[src/hfmt_pkg.sv]
// hfmt_pkg: shared types and constants for the hash frequency mode tracker.
// No dependencies; imported by every module of the block.
package hfmt_pkg;

  localparam int unsigned ENTRIES_DEF   = 64;
  localparam int unsigned HASH_BITS_DEF = 32;

  localparam int unsigned CNT_W   = 32;
  localparam int unsigned PCT_W   = 15;
  localparam int unsigned OUT_W   = 32;
  // 100 percent in Q7.8
  localparam logic [PCT_W-1:0] PCT_SCALE = PCT_W'(100 * 256);
  localparam logic [CNT_W-1:0] CNT_MAX   = '1;

  localparam logic CMD_ADD   = 1'b0;
  localparam logic CMD_CLEAR = 1'b1;

  typedef enum logic [1:0] {
    S_IDLE,
    S_SCAN,
    S_DIV,
    S_DONE
  } state_e;

  // control flags that travel with a probe beat along the cell chain
  typedef struct packed {
    logic vld;   // probe present
    logic hit;   // hash already found in an earlier cell
    logic app;   // hash appended into a free cell
    logic inc;   // total adds must be raised
  } probe_t;

endpackage

[src/hfmt_cell.sv]
// hfmt_cell: one table slot (hash and count) plus one stage of the probe chain.
// Depends on hfmt_pkg.
module hfmt_cell import hfmt_pkg::*; #(
  parameter int unsigned HASH_BITS = HASH_BITS_DEF,
  parameter int unsigned UW        = 7,
  parameter int unsigned IDX       = 0
) (
  input  logic                 clk_i,
  input  logic                 rst_ni,
  input  logic [UW-1:0]        used_i,
  input  probe_t               probe_i,
  input  logic [HASH_BITS-1:0] key_i,
  input  logic [CNT_W-1:0]     bcnt_i,
  input  logic [HASH_BITS-1:0] bhash_i,
  output probe_t               probe_o,
  output logic [HASH_BITS-1:0] key_o,
  output logic [CNT_W-1:0]     bcnt_o,
  output logic [HASH_BITS-1:0] bhash_o
);

  logic [HASH_BITS-1:0] hash_q;
  logic [CNT_W-1:0]     cnt_q;

  logic                 occupied, fresh, match, append, sat;
  logic [CNT_W-1:0]     cur_cnt;
  probe_t               probe_d, probe_q;
  logic [CNT_W-1:0]     bcnt_d, bcnt_q;
  logic [HASH_BITS-1:0] bhash_d, bhash_q, key_q;

  always_comb begin
    occupied = UW'(IDX) < used_i;
    fresh    = UW'(IDX) == used_i;
    match    = probe_i.vld && occupied && !probe_i.hit && (hash_q == key_i);
    append   = probe_i.vld && fresh && !probe_i.hit;
    sat      = cnt_q == CNT_MAX;
    cur_cnt  = cnt_q;
    if (append) begin
      cur_cnt = CNT_W'(1);
    end else if (match && !sat) begin
      cur_cnt = cnt_q + CNT_W'(1);
    end
    probe_d     = probe_i;
    probe_d.hit = probe_i.hit | match;
    probe_d.app = probe_i.app | append;
    probe_d.inc = probe_i.inc | append | (match && !sat);
    bcnt_d      = bcnt_i;
    bhash_d     = bhash_i;
    // ties go to the later slot
    if ((occupied || append) && (cur_cnt >= bcnt_i)) begin
      bcnt_d  = cur_cnt;
      bhash_d = append ? key_i : hash_q;
    end
  end

  always_ff @(posedge clk_i) begin
    if (append) begin
      hash_q <= key_i;
    end
    if (append || match) begin
      cnt_q <= cur_cnt;
    end
    key_q   <= key_i;
    bcnt_q  <= bcnt_d;
    bhash_q <= bhash_d;
  end

  always_ff @(posedge clk_i or negedge rst_ni) begin
    if (!rst_ni) begin
      probe_q <= '0;
    end else begin
      probe_q <= probe_d;
    end
  end

  assign probe_o = probe_q;
  assign key_o   = key_q;
  assign bcnt_o  = bcnt_q;
  assign bhash_o = bhash_q;

endmodule

[config.mk]
export PLATFORM = sky130hd
export DESIGN_NAME = hfmt_cell
export DESIGN_NICKNAME = d
export VERILOG_FILES = /design/src/hfmt_pkg.sv /design/src/hfmt_cell.sv
export SDC_FILE = /design/constraint.sdc
export NUM_CORES = 1
export LEC_CHECK = 0
export ABC_AREA = 1
export BUFFER_PORTS_ARGS = -buffer_cell sky130_fd_sc_hd__buf_4
export CORE_MARGIN = 1.5
export CORE_UTILIZATION = 55
export DETAILED_ROUTE_END_ITERATION = 8
export PLACE_DENSITY = 0.87
export SLEW_MARGIN = 20
export SYNTH_ARGS = -nofsm -noshare
export SYNTH_HDL_FRONTEND = slang
export SYNTH_SLANG_ARGS = --single-unit
[constraint.sdc]
create_clock -name clk_i -period 4.7 [get_ports clk_i]
set_input_delay 0.47 -clock clk_i [delete_from_list [all_inputs] [get_ports clk_i]]
set_output_delay 0.47 -clock clk_i [all_outputs]
set_load 0.01 [all_outputs]
* After elaboration in Yosys (flattened, before gate mapping)
Index checks and enable logic that the tools add are counted.
Word-level totals: register bits 164, bits of input ports 109, output and inout bits 100, word-level logic and storage cells 35
Cells by class: add/subtract/negate cells 1, order comparisons 2, equal/unequal tests 2, mux-type cells 5, bitwise gates (word level) 4, reductions and logical operators 12
Operators with widths (number):
- 32-bit two-way mux | 5
- 32-bit by 1-bit adder with 32-bit output (second input constant) | 1
- 32-bit equality test | 1
- 32-bit equality test (second input constant) | 1
- 32-bit >= comparator | 1
- 1-bit logical AND | 7
- 7-bit zero test | 1
- 1-bit by 7-bit < comparator with 1-bit output (first input constant) | 1
- 1-bit OR | 4
- 1-bit zero test | 2
- 1-bit logical OR | 2

* Longest topological paths before layout
word-level depth 10, mapped depth 27, depth with buffers taken out 25

* Least setup slack after synthesis
No wires, ideal clock.
kind register -> register, start reg cnt_q[0], end reg bcnt_q[14] (netlist: bcnt_o[14]), arrival 3.134 ns, required time 4.641 ns, path slack 1.507 ns, cell stages (with the launch flop) 23, clock period less this slack 3.193 ns, path through edfxtp_1 > ha_1 > nand3_2 > inv_2 > nand2_2 > nor2_4 > nand4_4 > clkbuf_1 > nand4_1 > a21oi_1 > ha_1 > nand2_1 > nor2_1 > nand3_1 > a21oi_1 > nor2_1 > nand2_1 > nand2_1 > a21oi_2 > buf_4 > buf_2 > nand3_1 > nand2_1
On the way: longest elaborated chain between the ends 8, elaborated cells on any way between the ends 9, classes of those cells add/sub (1); order compare (1); eq/ne (1); mux (3); reduce/logical (3)
Ends and longest elaborated chain:
- start: declaration | RTL line hfmt_cell.sv:22 | logic [CNT_W-1:0] cnt_q;
- start signal: assignment | RTL line hfmt_cell.sv:60 | cnt_q <= cur_cnt;
- parallel branches: the longest is 3 deep, another holds 32-bit by 1-bit adder with 32-bit output
- 32-bit two-way mux * | RTL line hfmt_cell.sv:39 | end else if (match && !sat) begin
- 32-bit two-way mux * | RTL line hfmt_cell.sv:37 | if (append) begin
- named net cur_cnt[15] | RTL line hfmt_cell.sv:25 | logic [CNT_W-1:0] cur_cnt;
- 32-bit >= comparator * | RTL line hfmt_cell.sv:49 | if ((occupied || append) && (cur_cnt >= bcnt_i)) begin
- 1-bit logical AND * | RTL line hfmt_cell.sv:49
- 32-bit two-way mux * | RTL line hfmt_cell.sv:49
- named net bcnt_d[14] | RTL line hfmt_cell.sv:27 | logic [CNT_W-1:0] bcnt_d, bcnt_q;
- end signal: assignment | RTL line hfmt_cell.sv:63 | bcnt_q <= bcnt_d;
- end: declaration | RTL line hfmt_cell.sv:27
Mark *: on every way through the listed nets, which the timed path passes. A chain may end at the register's enable or synchronous reset.

* Worst setup path after layout
start reg cnt_q[0], end reg bhash_q[4] (netlist: bhash_o[4])
On the way: longest elaborated chain between the ends 8, elaborated cells on any way between the ends 9, classes of those cells add/sub (1); order compare (1); eq/ne (1); mux (3); reduce/logical (3)
Ends and longest elaborated chain:
- parallel branches: the longest is 3 deep, another holds 32-bit by 1-bit adder with 32-bit output
- 32-bit two-way mux * | RTL line hfmt_cell.sv:39
- 32-bit two-way mux * | RTL line hfmt_cell.sv:37
- named net cur_cnt[14] | RTL line hfmt_cell.sv:25
- 32-bit >= comparator * | RTL line hfmt_cell.sv:49
- 1-bit logical AND * | RTL line hfmt_cell.sv:49
- 32-bit two-way mux * | RTL line hfmt_cell.sv:49
- named net bhash_d[4] | RTL line hfmt_cell.sv:28 | logic [HASH_BITS-1:0] bhash_d, bhash_q, key_q;
- end signal: assignment | RTL line hfmt_cell.sv:64 | bhash_q <= bhash_d;
- end: declaration | RTL line hfmt_cell.sv:28
Marks and branches as above.

==> results_dict.tcl <==
set metrics [dict create \
    vdd_ir_drop_max_v 0.000431 \
    path_clk_slew_ps 70 \
    p_int_w 0.00244 \
    critPathKind "reg -> reg" \
    grt.overflow.total 0 \
    hp-start "key_i[5]" \
    seq_area_frac_synth_pct 44.4 \
    grt_max_degree 47 \
    ios 209 \
    status "finished, final reports clean" \
    drc 0 \
    holdPathEnd "key_o[5]$_DFF_P_" \
    cts-root-buf "clkbuf_16" \
    layout_min_cycle_time_ps 4360 \
    synth_top_area_share_pct 31.4 \
    port_buffers 208 \
    worstPathRequired_ps 5070 \
    synthCells 1150 \
    dp_hpwl_um 18900 \
    drt-wirelength-per-cell_um 15.9 \
    critPathArrivalTime_ps 4740 \
    drt-total-wl_um 24700 \
    final.setup.tns_ps 0 \
    grt_pass1_wl_um 39600 \
    yosysUniqueCellTypes 36 \
    worstMarginPinSlew_ps 504 \
    die_area_um2 15600 \
    fp.coreArea_um2 14500 \
    gp_congestion 0.959 \
    placed_area_um2 9940 \
    syn_area_per_cell_um2 7.10 \
    dr_total_vias 8344 \
    synth_area_um2 8170 \
    max_cap_violations 0 \
    hold-path-cell-count 1 \
    worst-r2r-setup-slack_ps 340 \
    r2r-start "cnt_q[0]$_DFFE_PP_" \
    rr_endpoint "bhash_o[4]$_DFF_P_" \
    fmax_mhz 229 \
    fin_crit_sh_pct 92.8 \
    hold_slack_ps 155 \
    ys_ff_latch 164 \
    worstPathMaxFanout 46 \
    design_area_um2 10500 \
    p_leak_nw 5.68 \
    layout_commonest_cell "nand2_1" \
    numCtsBuffers 17 \
    cts_max_path_buffers 2 \
    powerDensity_nw_per_um2 321 \
    dp_cells 1521 \
    diodes 0 \
    fp-row-count 44 \
    most-common-layout-cells "nand2_1 (482), buf_4 (222), dfxtp_1 (128)" \
    syn_nets 1292 \
    track_usage_pct 31.8 \
    area_growth_pct 28.7 \
    cp-start-kind "register" \
    ant_nets 0 \
    end_kind "register" \
    die_h_um 125 \
    clock-sinks 164 \
    synth_top_cell_by_area "dfxtp_1" \
    h-tree-depth 4 \
    rsz0062_at_grt "false" \
    power_frac_seq_pct 45.8 \
    finalHoldViolCount 0 \
    pwr-share-comb_pct 14.2 \
    drt-initial-drc-count 685 \
    hp-class "in -> reg" \
    skew_ps 11.1 \
    p_sw_w 0.000932 \
    start_util_pct 56.2 \
    clkPwrFrac_pct 39.9 \
    maxSlewViolCount 0 \
    vias_per_cell 5.37 \
    stdcell_count 1554 \
    grt_pass1_vias 8270 \
    finalPower_w 0.00337 \
    worstSetupStartpoint "cnt_q[0]$_DFFE_PP_" \
    synthTopCellsByArea "dfxtp_1 (31%), nand2_1 (22%), edfxtp_1 (12%), inv_1 (5.2%), ha_1 (5.1%)" \
    drive_gt1_share_pct 20.0 \
    clk_latency_ps 430 \
    final-setup-viol-count 0 \
    relSlewSlack_pct 66.4 \
    drtPass1Iterations 6 \
    cts_tree "built" \
    cts_setup_buffers 0 \
    dieWidth_um 125 \
    antenna_found_initial 0 \
    yosysWarningCount 0 \
    worstRegToRegCells 22 \
    switching_share_pct 27.6 \
    final_nets 1499 \
    num-fill-cells 1207 \
]
## sequential cells by signal, indices dropped and copies added, names as in the netlist
signal	cells
bcnt_o	32
hash_q	32
bhash_o	32
probe_o	4
key_o	32
cnt_q	32
## timing repair
item | in CTS | in global routing
resized for setup | 0 | 1
hold buffers | 1 | 0
endpoints found under the hold margin | 4 | 0
setup endpoints to repair | 0 | 36
## power by group through the flow
stage	Clock, W	Combinational [W]	Sequential, W
final	0.00135	0.000479	0.00155
after global routing	0.00141	0.000528	0.00155
after CTS	0.00135	0.000478	0.00155
after detailed placement	0	0.000473	0.00158
after global placement	0	0.000460	0.00157
after floorplan	0	0.000183	0.00161
## per-layer routing
layer	part of all wire, %	wire length, µm	track usage, %
met4	3.9	964	14.0
met5	0	0	0
met3	7.8	1930	8.25
met2	49	12100	55.3
met1	39	9740	37.0
## per-stage QoR
stage,utilization (%),setup WS (ps)
floorplan,-,1510
global placement,68.4,444
detailed placement,68.4,350
CTS,72.3,287
global route,72.3,22.9
finish,72.3,337
## critical path, stage by stage (launching register included)
cell	delay, ps
edfxtp_1	450
ha_1	330
nand3_2	150
inv_2	100
nand2_2	90
nor2_4	160
nand4_4	220
nand3_2	160
buf_4	280
nand2_1	120
a21oi_1	200
ha_1	160
nand2_1	70
nor2_1	280
nand2_1	110
a21oi_1	220
nor2_1	60
nand2_1	120
nand2_1	150
a21oi_4	190
buf_6	340
nand2_1	160
nand2_1	100
## Yosys cell counts
cell type    n
nand3_2      2
o21ai_0     37
dfxtp_1    128
or2_2        5
o21a_1       1
xnor2_1     10
xor2_1       9
o21bai_1     1
dfrtp_1      4
a21oi_1     45
nor4_1       1
o2111ai_1    1
nor2_2       1
buf_6        3
clkbuf_1    14
ha_1        33
inv_2        3
nor2_4       1
nor3_1       6
edfxtp_1    32
nand3b_1    15
a21o_1       1
buf_2       16
nand2_1    482
nand4_1     40
nor4b_1      1
nand2_2      1
nand3_1     43
inv_1      113
a21oi_2      1
nor2_1      92
nand4_4      1
buf_1        3
buf_4        2
o21ai_1      1
nor3b_1      1
## layout make-up
class                      count  area [µm²]  area share, %
clock inverter                15         138           1.31
timing repair buffer         226        1730           16.4
sequential                   164        3620           34.5
multi-input combinational    832        3930           37.4
inverter                     116         435           4.14
clock buffer                  17         425           4.05
tap                          184         230           2.19
## worst max-delay path by stage
stage                          to  slack (ps)  depth (start not counted)
2_1_floorplan  bcnt_o[14]$_DFF_P_        1510                         22
5_1_grt        bcnt_o[16]$_DFF_P_          20                         22
3_3_place_gp    bcnt_o[4]$_DFF_P_         440                         25
3_5_place_dp   bcnt_o[16]$_DFF_P_         350                         22
6_report       bhash_o[4]$_DFF_P_         340                         22
4_1_cts        bcnt_o[10]$_DFF_P_         290                         22
## logic make-up after synthesis
group	share of synthesized area, %
AO/OA/AOI/OAI	5.58
XOR/XNOR	2.04
adder cells (fa/ha/maj)	5.06
buffers and inverters	7.69
flip-flops	44.4
AND/OR/NAND/NOR	35.3
(Power assumes the default switching activity.)
