<file path="src/hfmt_pkg.sv">
// hfmt_pkg: shared types and constants for the hash frequency mode tracker.
// No dependencies; imported by every module of the block.
package hfmt_pkg;

  localparam int unsigned ENTRIES_DEF   = 64;
  localparam int unsigned HASH_BITS_DEF = 32;

  localparam int unsigned CNT_W   = 32;
  localparam int unsigned PCT_W   = 15;
  localparam int unsigned OUT_W   = 32;
  // 100 percent in Q7.8
  localparam logic [PCT_W-1:0] PCT_SCALE = PCT_W'(100 * 256);
  localparam logic [CNT_W-1:0] CNT_MAX   = '1;

  localparam logic CMD_ADD   = 1'b0;
  localparam logic CMD_CLEAR = 1'b1;

  typedef enum logic [1:0] {
    S_IDLE,
    S_SCAN,
    S_DIV,
    S_DONE
  } state_e;

  // control flags that travel with a probe beat along the cell chain
  typedef struct packed {
    logic vld;   // probe present
    logic hit;   // hash already found in an earlier cell
    logic app;   // hash appended into a free cell
    logic inc;   // total adds must be raised
  } probe_t;

endpackage

</file>
<file path="src/hfmt_div.sv">
// hfmt_div: best share in Q7.8, count * 25600 / total, one quotient bit a cycle.
// Depends on hfmt_pkg.
module hfmt_div import hfmt_pkg::*; (
  input  logic             clk_i,
  input  logic             rst_ni,
  input  logic             start_i,
  input  logic [CNT_W-1:0] cnt_i,
  input  logic [CNT_W-1:0] total_i,
  output logic             done_o,
  output logic [PCT_W-1:0] pct_o
);

  localparam int unsigned PW = CNT_W + PCT_W;
  localparam int unsigned CW = $clog2(PCT_W + 1);

  logic          run_q, load_q, done_q;
  logic [CW-1:0] step_q;
  logic [PW-1:0] prod_q;
  logic [CNT_W-1:0] den_q, rem_q;
  logic [PCT_W-1:0] lo_q, quo_q;
  logic [CNT_W:0]   rem_sh, diff;
  logic             ge;

  always_comb begin
    rem_sh = {rem_q, lo_q[PCT_W-1]};
    diff   = rem_sh - {1'b0, den_q};
    ge     = rem_sh >= {1'b0, den_q};
  end

  always_ff @(posedge clk_i or negedge rst_ni) begin
    if (!rst_ni) begin
      run_q  <= 1'b0;
      load_q <= 1'b0;
      done_q <= 1'b0;
      step_q <= '0;
    end else begin
      done_q <= 1'b0;
      if (start_i) begin
        run_q  <= 1'b1;
        load_q <= 1'b1;
        step_q <= CW'(PCT_W);
      end else if (run_q) begin
        if (load_q) begin
          load_q <= 1'b0;
        end else begin
          step_q <= step_q - CW'(1);
          if (step_q == CW'(1)) begin
            run_q  <= 1'b0;
            done_q <= 1'b1;
          end
        end
      end
    end
  end

  always_ff @(posedge clk_i) begin
    if (start_i) begin
      prod_q <= PW'(cnt_i) * PW'(PCT_SCALE);
      den_q  <= total_i;
    end else if (run_q && load_q) begin
      // quotient fits PCT_W bits, so the top part is already below den
      rem_q <= prod_q[PW-1:PCT_W];
      lo_q  <= prod_q[PCT_W-1:0];
      quo_q <= '0;
    end else if (run_q) begin
      rem_q <= ge ? diff[CNT_W-1:0] : rem_sh[CNT_W-1:0];
      lo_q  <= lo_q << 1;
      quo_q <= {quo_q[PCT_W-2:0], ge};
    end
  end

  assign done_o = done_q;
  assign pct_o  = (den_q == '0) ? '0 : quo_q;

endmodule

</file>
<file path="config.mk">
export PLATFORM = sky130hd
export DESIGN_NAME = hfmt_div
export DESIGN_NICKNAME = d
export VERILOG_FILES = /design/src/hfmt_pkg.sv /design/src/hfmt_div.sv
export SDC_FILE = /design/constraint.sdc
export NUM_CORES = 1
export LEC_CHECK = 0
export BUFFER_PORTS_ARGS = -buffer_cell sky130_fd_sc_hd__buf_2
export CORE_MARGIN = 8
export CORE_UTILIZATION = 60
export DETAILED_ROUTE_END_ITERATION = 16
export PLACE_DENSITY_LB_ADDON = 0.12
export RECOVER_POWER = 50
export SYNTH_ARGS = -nofsm -noshare
export SYNTH_HDL_FRONTEND = slang
export SYNTH_SLANG_ARGS = --single-unit
export TNS_END_PERCENT = 5
</file>
<file path="constraint.sdc">
create_clock -name clk_i -period 9.3 [get_ports clk_i]
set_input_delay 0.465 -clock clk_i [delete_from_list [all_inputs] [get_ports clk_i]]
set_output_delay 0.465 -clock clk_i [all_outputs]
set_load 0.02 [all_outputs]
</file>
== After elaboration in Yosys (flattened, before gate mapping) ==
Index checks and enable logic that the tools add are counted.

* Output and inout port bits: 16
* Word-level logic and storage cells: 43
* Register bits: 137

* Equal/unequal tests: 2
* Reductions and logical operators: 6
* $lt $le $gt $ge: 1
* Muxes and demuxes: 20
* Add/subtract/negate cells: 2
* Multipliers: 1
* Bitwise logic cells: 1

{| class="wikitable"
|+ Operators by type and width
! cell !! number
|-
| 32-bit 2-to-1 mux || 3
|-
| 15-bit 2-to-1 mux || 4
|-
| 32-bit by 5-bit multiplier with 37-bit output, second input constant || 1
|-
| 33-bit by 32-bit greater-or-equal comparator with 1-bit output || 1
|-
| 32-bit logical NOT || 1
|-
| 32-bit subtractor || 1
|-
| 4-bit 2-to-1 mux || 3
|-
| 1-bit 2-to-1 mux || 10
|-
| 4-bit by 1-bit == test with 1-bit output, second input constant || 1
|-
| 2-bit AND reduction || 2
|-
| 2-bit nonzero test || 2
|-
| 4-bit by 1-bit subtractor with 4-bit output, second input constant || 1
|-
| 2-bit != test, second input constant || 1
|-
| 1-bit logical AND || 1
|-
| 1-bit NOT || 1
|}

== Longest topological paths before layout ==
Gate-level depths: netlist of run 1.

* Word-level depth: 5
* Depth in mapped cells: 17
* Gate-level depth less buffers: 16

== Worst setup path after synthesis of run 1 ==
OpenSTA, ideal clock, no wires.

* Kind: input to register
* From: input cnt_i[3]
* To: register prod_q[44], data pin
* Data arrival time: 3.701 ns
* Path buffers: 0
* Stages on the path: 16
* Library setup time: 0.264 ns
* Slack: 5.335 ns
* Path through: ha_1 -> ha_1 -> inv_1 -> fa_1 -> inv_1 -> ha_1 -> o21ai_0 -> o21ba_1 -> or4_4 -> a211o_1 -> nand2_2 -> and3_4 -> o21ai_2 -> or2_4 -> o31ai_4 -> xor2_1

* Word-level cells in the longest chain between the ends: 1

{| class="wikitable"
|+ RTL lines
! what !! RTL line !! text
|-
| start: declaration || hfmt_div.sv:7 || <nowiki>input logic [CNT_W-1:0] cnt_i,</nowiki>
|-
| 32-bit by 5-bit multiplier with 37-bit output || hfmt_div.sv:58 || <nowiki>prod_q <= PW'(cnt_i) * PW'(PCT_SCALE);</nowiki>
|-
| end signal: assignment || hfmt_div.sv:58 ||
|-
| end: declaration || hfmt_div.sv:18 || <nowiki>logic [PW-1:0] prod_q;</nowiki>
|}

Every way passes these cells.
A chain may end at the register's enable or synchronous reset.

== Final worst setup path of run 1 ==
* From: input cnt_i[2]
* To: register prod_q[43], data pin

Same word-level chain as after synthesis.

==> results of run 1 <==
-- report_power, final --
part | internal, mW | total, mW | switching [mW]
Sequential | 0.801 | 0.854 | 0.0525
Clock | 0.360 | 0.591 | 0.231
Combinational | 0.444 | 1.03 | 0.590
-- layer usage --
metal / track usage [%] / routed length (um) / up-vias
li1: - / - / 3653
met1: 26.9 / 9400 / 3280
met2: 30.2 / 8870 / 170
met3: 2.31 / 813 / 24
met4: 7.23 / 396 / 0
met5: 0 / 0 / -
-- final timing paths --
path,to,depth (start not counted),slack [ps]
min in group asynchronous,step_q[3],2,500
worst min register to register,lo_q[11],2,510
worst max-delay path,prod_q[43],14,5460
max in group asynchronous,load_q,2,8510
worst min-delay path,den_q[13],1,230
worst max register to register,rem_q[2],13,5710
-- worst max-delay path, delay by kind of cell --
family,cells,cell delay [ps]
simple gates,4,1000
fa+ha+maj,4,1430
compound gates,5,1100
buf+inv,1,110
-- kinds of logic (layout without fill, tap and decap cells) --
logic type	after synthesis	after routing	share of synthesized area (%)
multiplexers	12	12	1.25
adder cells (fa/ha/maj)	162	162	22.6
XOR/XNOR	57	57	5.04
buffers and inverters	157	256	6.02
AND/OR/NAND/NOR	264	264	13.2
AO/OA/AOI/OAI	217	217	13.4
flip-flops	128	128	38.5
-- layout make-up --
class | count | area (um^2) | share of cell area (%)
clock inverters | 13 | 97.6 | 0.881
inverters | 137 | 514 | 4.64
flip-flops and latches | 128 | 3810 | 34.4
well taps | 220 | 275 | 2.49
clock buffers | 18 | 429 | 3.87
repair buffers | 88 | 442 | 3.99
multi-input cells | 712 | 5510 | 49.7
-- through the flow --
stage | util (%) | area [um^2] | setup slack [ps] | cells | hold slack [ps]
detailed placement | 64.6 | 10600 | 5040 | 1284 | 305
global placement | 64.6 | 10600 | 5070 | 1284 | 306
CTS | 67.8 | 11100 | 5460 | 1316 | 218
global route | 67.7 | 11100 | 5270 | 1316 | 221
floorplan | - | 9900 | 5330 | 997 | 169
finish | 67.7 | 11100 | 5460 | 1316 | 227
-- flip-flops by register name, indices dropped and copies added (netlist names) --
register  count
prod_q       37
den_q        32
rem_q        32
quo_q        15
lo_q          5
step_q        4
done_o        1
load_q        1
run_q         1
-- placed cells by master, fill, tap and decap left out, types with 28 or more instances in the layout --
| master | synthesis | routed |
|---|---|---|
| a21oi_1 | 101 | 101 |
| buf_2 | 5 | 75 |
| fa_1 | 28 | 28 |
| o21ai_0 | 32 | 32 |
| edfxtp_1 | 121 | 121 |
| ha_1 | 134 | 134 |
| nand2_1 | 62 | 61 |
| xnor2_1 | 41 | 41 |
| nor2_1 | 81 | 79 |
| inv_1 | 137 | 137 |
==> reports/results.txt, run 1 <==
routed vias/inst -> 5.42
antenna violations before repair -> 0
initial core utilization -> 60.5%
GPL Wtd Cong -> 0.903
clk root buf -> clkbuf_16
Setup TNS -> 0 ps
startpoint class of the critical path -> primary input
# diodes -> 0
fin crit share -> 41.3%
Core Region -> 16300 um^2
status -> complete, but fails checks
ys flop type -> edfxtp_1
global-route wire length before repair -> 32.1 mm
max-cap viol count -> 3
final WL -> 19.5 mm
io pins -> 83
Synth top cells by count -> inv_1 (137), ha_1 (134), edfxtp_1 (121)
# Post-CTS Setup Buffers -> 0
Synth Instances -> 997
Syn Nets -> 1226
#FFs+latches synth -> 128
PD cells -> 224 nW/um^2
die width -> 144 um
DR iter-0 viols -> 486
YS warnings -> 0
Crit path largest cell delay -> 460 ps
Worst setup EP type -> flop
FMAX -> 261 MHz
slew at the pin with the worst max-slew slack -> 2860 ps
Fin. Hold Viols -> 0
largest net degree at the start of global routing -> 74
DRC -> 0
leak pwr -> 5.15 nW
number of global-route vias before repair -> 6833
clk sinks -> 128
Arr. time, crit path -> 4110 ps
sequential area share after synthesis -> 38.5%
Post-synth EDFFs -> 121
Final ANT Viol Nets -> 0
VDD IR max -> 119 uV
worst min-delay path class -> in2reg
# rows -> 47
total grt overflow -> 0
Max Buffers Root-to-Sink -> 2
via count -> 7127
I/O Buffers -> 82
Pre-antenna DRT Iters -> 5
Synth Cell Area -> 9900 um^2
Die Area -> 20900 um^2
Post-DP HPWL -> 15.0 mm
Synth area leaders -> edfxtp_1 (37%), ha_1 (17%), fa_1 (5.7%)
RSZ-0062 raised after global routing -> no
Fill cells -> 1355
Final Power -> 2.48 mW
Global Route Usage Sum -> 19.3%
critical path type -> in2reg
PostCTS Resize Cnt -> 0
layout cells sized above 1 -> 10.9%
area grow syn2layout -> 11.9%
clock latency on the worst-skew pair -> 410 ps
Slew Limit Headroom -> -90.8%
Die Ht -> 144 um
fraction of synthesized cell area taken by the top area cell type -> 36.7%
post-layout min period -> 3840 ps
clock buffer count from CTS -> 17
setup violators final -> 0
Worst EP required -> 9580 ps
failing checks -> capacitance limit, slew limit
ys async rst share -> 5.47%
Final Net Count -> 1313
crit path launch -> cnt_i[2]
post-synth top area cell -> edfxtp_1
Wirelength per Cell -> 14.8 um
Slew Limit Fails -> 154
critical path peak fanout -> 4
cts hold-fix bufs -> 1
Synth cell types -> 63
Clock transition at path regs -> 50 ps
critical path's slowest cell -> fa_1
Critical Path, Cell by Cell -> clkbuf_1 > ha_1 > ha_1 > fa_1 > ha_1 > a21oi_1 > o21a_1 > nor3_1 > a2bb2oi_1 > and2_1 > a21oi_1 > or3_1 > a2111o_1 > nand3_1
Layout Skew -> 13.0 ps
cell with the most instances after synthesis -> inv_1
H-tree levels -> 4
Synth Area per Inst -> 9.93 um^2
hold_sp -> total_i[13]
CP most frequent cell -> ha_1
TritonCTS clock tree -> built
RR Startpoint -> den_q[1]
Power figures use the tool's default switching activity.
==> inputs of run 2 (changes only) <==
Settings changed: ABC_AREA set to 1.
Clock period 9.3 ns to 3.8 ns, I/O delays scaled along.
==> run 2 against run 1 <==
Effect of this change: the flow still finishes with violations (capacitance limit, slew limit); register-to-register slack worse by 4800 ps; area after synthesis is 14% higher; clock power rose to 2.8 times the previous value; critical path depth is 3 higher; non-clock buffer count grew 36; power rose to 2.7 times the previous value; cell area rose by 17%; die area rose by 13%; cell count increased by 41%; worst hold slack lost 120 ps; sequential power increased by 140%; critical path type unchanged; synthesized cell count rose by 49%.
==> reports/results.txt, run 2 <==
global-route wire length before repair -> 45.7 mm (+42%)
clock buffer count from CTS -> 17 (unchanged)
Synth cell types -> 36 (-43%)
H-tree levels -> 4 (unchanged)
DR iter-0 viols -> 629 (+29%)
Slew Limit Fails -> 71 (-54%)
status -> complete, but fails checks
fin crit share -> 89.5%
Worst setup EP type -> flop
critical path peak fanout -> 4 (unchanged)
Wirelength per Cell -> 14.9 um (+0.60%)
CP most frequent cell -> nand2_1
setup violators final -> 0 (unchanged)
Die Area -> 23500 um^2 (+13%)
Pre-antenna DRT Iters -> 5 (unchanged)
Fin. Hold Viols -> 0 (unchanged)
max-cap viol count -> 2 (-1)
Placed Cells incl. Taps -> 1792 (+40%)
post-synth top area cell -> edfxtp_1
Syn Nets -> 1716 (+40%)
Top delay family on crit path -> adder cells
YS warnings -> 0 (unchanged)
number of global-route vias before repair -> 9636 (+41%)
Crit path largest cell delay -> 540 ps (+80 ps)
TritonCTS clock tree -> built
clk sinks -> 128 (unchanged)
worst r2r dst -> rem_q[30]
Layout Skew -> 28.5 ps (+15.5 ps)
die width -> 153 um (+6.2%)
Post-synth EDFFs -> 121 (unchanged)
total grt overflow -> 0 (unchanged)
Synth Area per Inst -> 7.61 um^2 (-23%)
Worst EP required -> 3970 ps (-5610 ps)
cell with the most instances after synthesis -> nand2_1
DRC -> 0 (unchanged)
antenna violations before repair -> 0 (unchanged)
cts hold-fix bufs -> 36 (+35)
post-layout min period -> 3400 ps
fraction of synthesized cell area taken by the top area cell type -> 32.1% (-4.6 points)
final core utilization -> 69.6% (+1.9 points)
final WL -> 27.7 mm (+42%)
via count -> 9734 (+37%)
clock latency on the worst-skew pair -> 430 ps (+20 ps)
Synth top cells by count -> nand2_1 (451), inv_1 (298), ha_1 (134)
Global Route Usage Sum -> 23.9% (+4.6 points)
register name with the most flops -> prod_q
Core Region -> 18600 um^2 (+14%)
failing checks -> capacitance limit, slew limit
PostCTS Resize Cnt -> 0 (unchanged)
hold_sp -> cnt_i[3]
Reg2Reg Setup Slack -> 950 ps (-4760 ps)
leak pwr -> 6.86 nW (+33%)
Fill cells -> 1604 (+18%)
# Post-CTS Setup Buffers -> 0 (unchanged)
ys flop type -> edfxtp_1
biggest regs -> prod_q: 37 flops, den_q: 32 flops, rem_q: 32 flops
area of the multi-input gates -> 6300 um^2 (+14%)
Critical Path Stages -> 17 (+3)
startpoint class of the critical path -> primary input
hold endpoint -> prod_q[13]
clk root buf -> clkbuf_16
r2r worst-path depth -> 12 (-1)
slew at the pin with the worst max-slew slack -> 1870 ps (-991 ps)
largest net degree at the start of global routing -> 51 (-31%)
Synth area leaders -> edfxtp_1 (32%), nand2_1 (15%), ha_1 (15%)
RSZ-0062 raised after global routing -> no
Critical path buffers and inverters -> 2 (+1)
routed vias/inst -> 5.23 (-3.4%)
Die Ht -> 153 um (+6.2%)
I/O Buffers -> 82 (unchanged)
sequential area share after synthesis -> 33.6% (-4.8 points)
Finished Layout Cells -> 1860 (+41%)
worst min-delay path class -> in2reg
PD cells -> 526 nW/um^2 (+140%)
Final Net Count -> 1842 (+40%)
ys async rst share -> 5.47% (unchanged)
critical path type -> in2reg
Clock transition at path regs -> 70 ps (+20 ps)
Critical Path, Cell by Cell -> dlygate4sd3_1 > clkbuf_1 > ha_1 > ha_1 > fa_1 > ha_1 > nand3_1 > nand2_1 > nand2_1 > nand2_1 > nand2_1 > nand2_1 > nand2_1 > nand2_1 > nand3_1 > nand3_1 > nand2_1
layout cells sized above 1 -> 7.75% (-3.2 points)
initial core utilization -> 60.9% (+0.39 points)
number of flip-flops in the largest register -> 37 (unchanged)
GPL Wtd Cong -> 0.964 (+6.8%)
Setup TNS -> 0 ps (unchanged)
VDD IR max -> 265 uV (+120%)
critical path's slowest cell -> dlygate4sd3_1
most frequent cells in the layout -> nand2_1 (451), inv_1 (299), ha_1 (134)
most common cell after layout, fill and taps aside -> nand2_1
FMAX -> 294 MHz
RR Startpoint -> den_q[19]
Synth Instances -> 1487 (+49%)
Post-DP HPWL -> 22.3 mm (+48%)
#FFs+latches synth -> 128 (unchanged)
Slew Limit Headroom -> -24.7% (+66 points)
Reg area -> 3810 um^2 (unchanged)
Max Buffers Root-to-Sink -> 2 (unchanged)
hold path cells -> 2 (+1)
Final ANT Viol Nets -> 0 (unchanged)
# diodes -> 0 (unchanged)
Final Power -> 6.80 mW (+170%)
Arr. time, crit path -> 3570 ps (-540 ps)
io pins -> 83 (unchanged)
Synth Cell Area -> 11300 um^2 (+14%)
# rows -> 50 (+6.4%)
area grow syn2layout -> 14.3%
-- run 2: cell families (layout without fill, tap and decap cells) --
family	Yosys count	in the layout	synth area share, %
AND/OR/NAND/NOR	733	733	27.4
flip-flops	128	128	33.6
XOR/XNOR	41	41	3.17
AO/OA/AOI/OAI	107	107	5.25
adder cells (fa/ha/maj)	162	162	19.8
buffers and inverters	316	455	10.7
-- run 2: metal layers --
metal  vias to the layer above  wire (um)  GRT usage [%]
met5                         -          0              0
met4                         0        663           8.73
met3                        50       1090           2.06
met2                       233      13600           42.5
met1                      4467      12300           29.8
li1                       4984          -              -
-- run 2: area by class of cell --
class | count | area share, %
Clock buffer | 17 | 3.29
Clock inverter | 15 | 1.43
Inverter | 299 | 8.68
Multi-Input combinational cell | 1043 | 48.7
Sequential cell | 128 | 29.4
Tap cell | 234 | 2.26
Timing Repair Buffer | 124 | 6.15
-- run 2: worst max-delay path by stage --
stage / startpoint / endpoint / slack [ps]
after floorplan: run_q / lo_q[10] / 740
after global placement: cnt_i[7] / prod_q[42] / 570
after detailed placement: cnt_i[3] / prod_q[35] / 440
after CTS: cnt_i[2] / prod_q[35] / 450
after global routing: cnt_i[2] / prod_q[43] / 180
final: cnt_i[2] / prod_q[44] / 400
-- run 2: where the power goes --
group          internal, mW  switching (mW)
registers              1.95           0.109
clock network         0.948           0.715
logic                  1.11            1.97
-- run 2: stage by stage --
stage | hold WS, ps | cell area [um^2] | setup WS [ps]
final | 106 | 12900 | 400
after global routing | 107 | 12900 | 184
after CTS | 91.0 | 13000 | 447
after detailed placement | 30.7 | 12000 | 441
after global placement | 30.8 | 12000 | 573
after floorplan | -106 | 11300 | 739
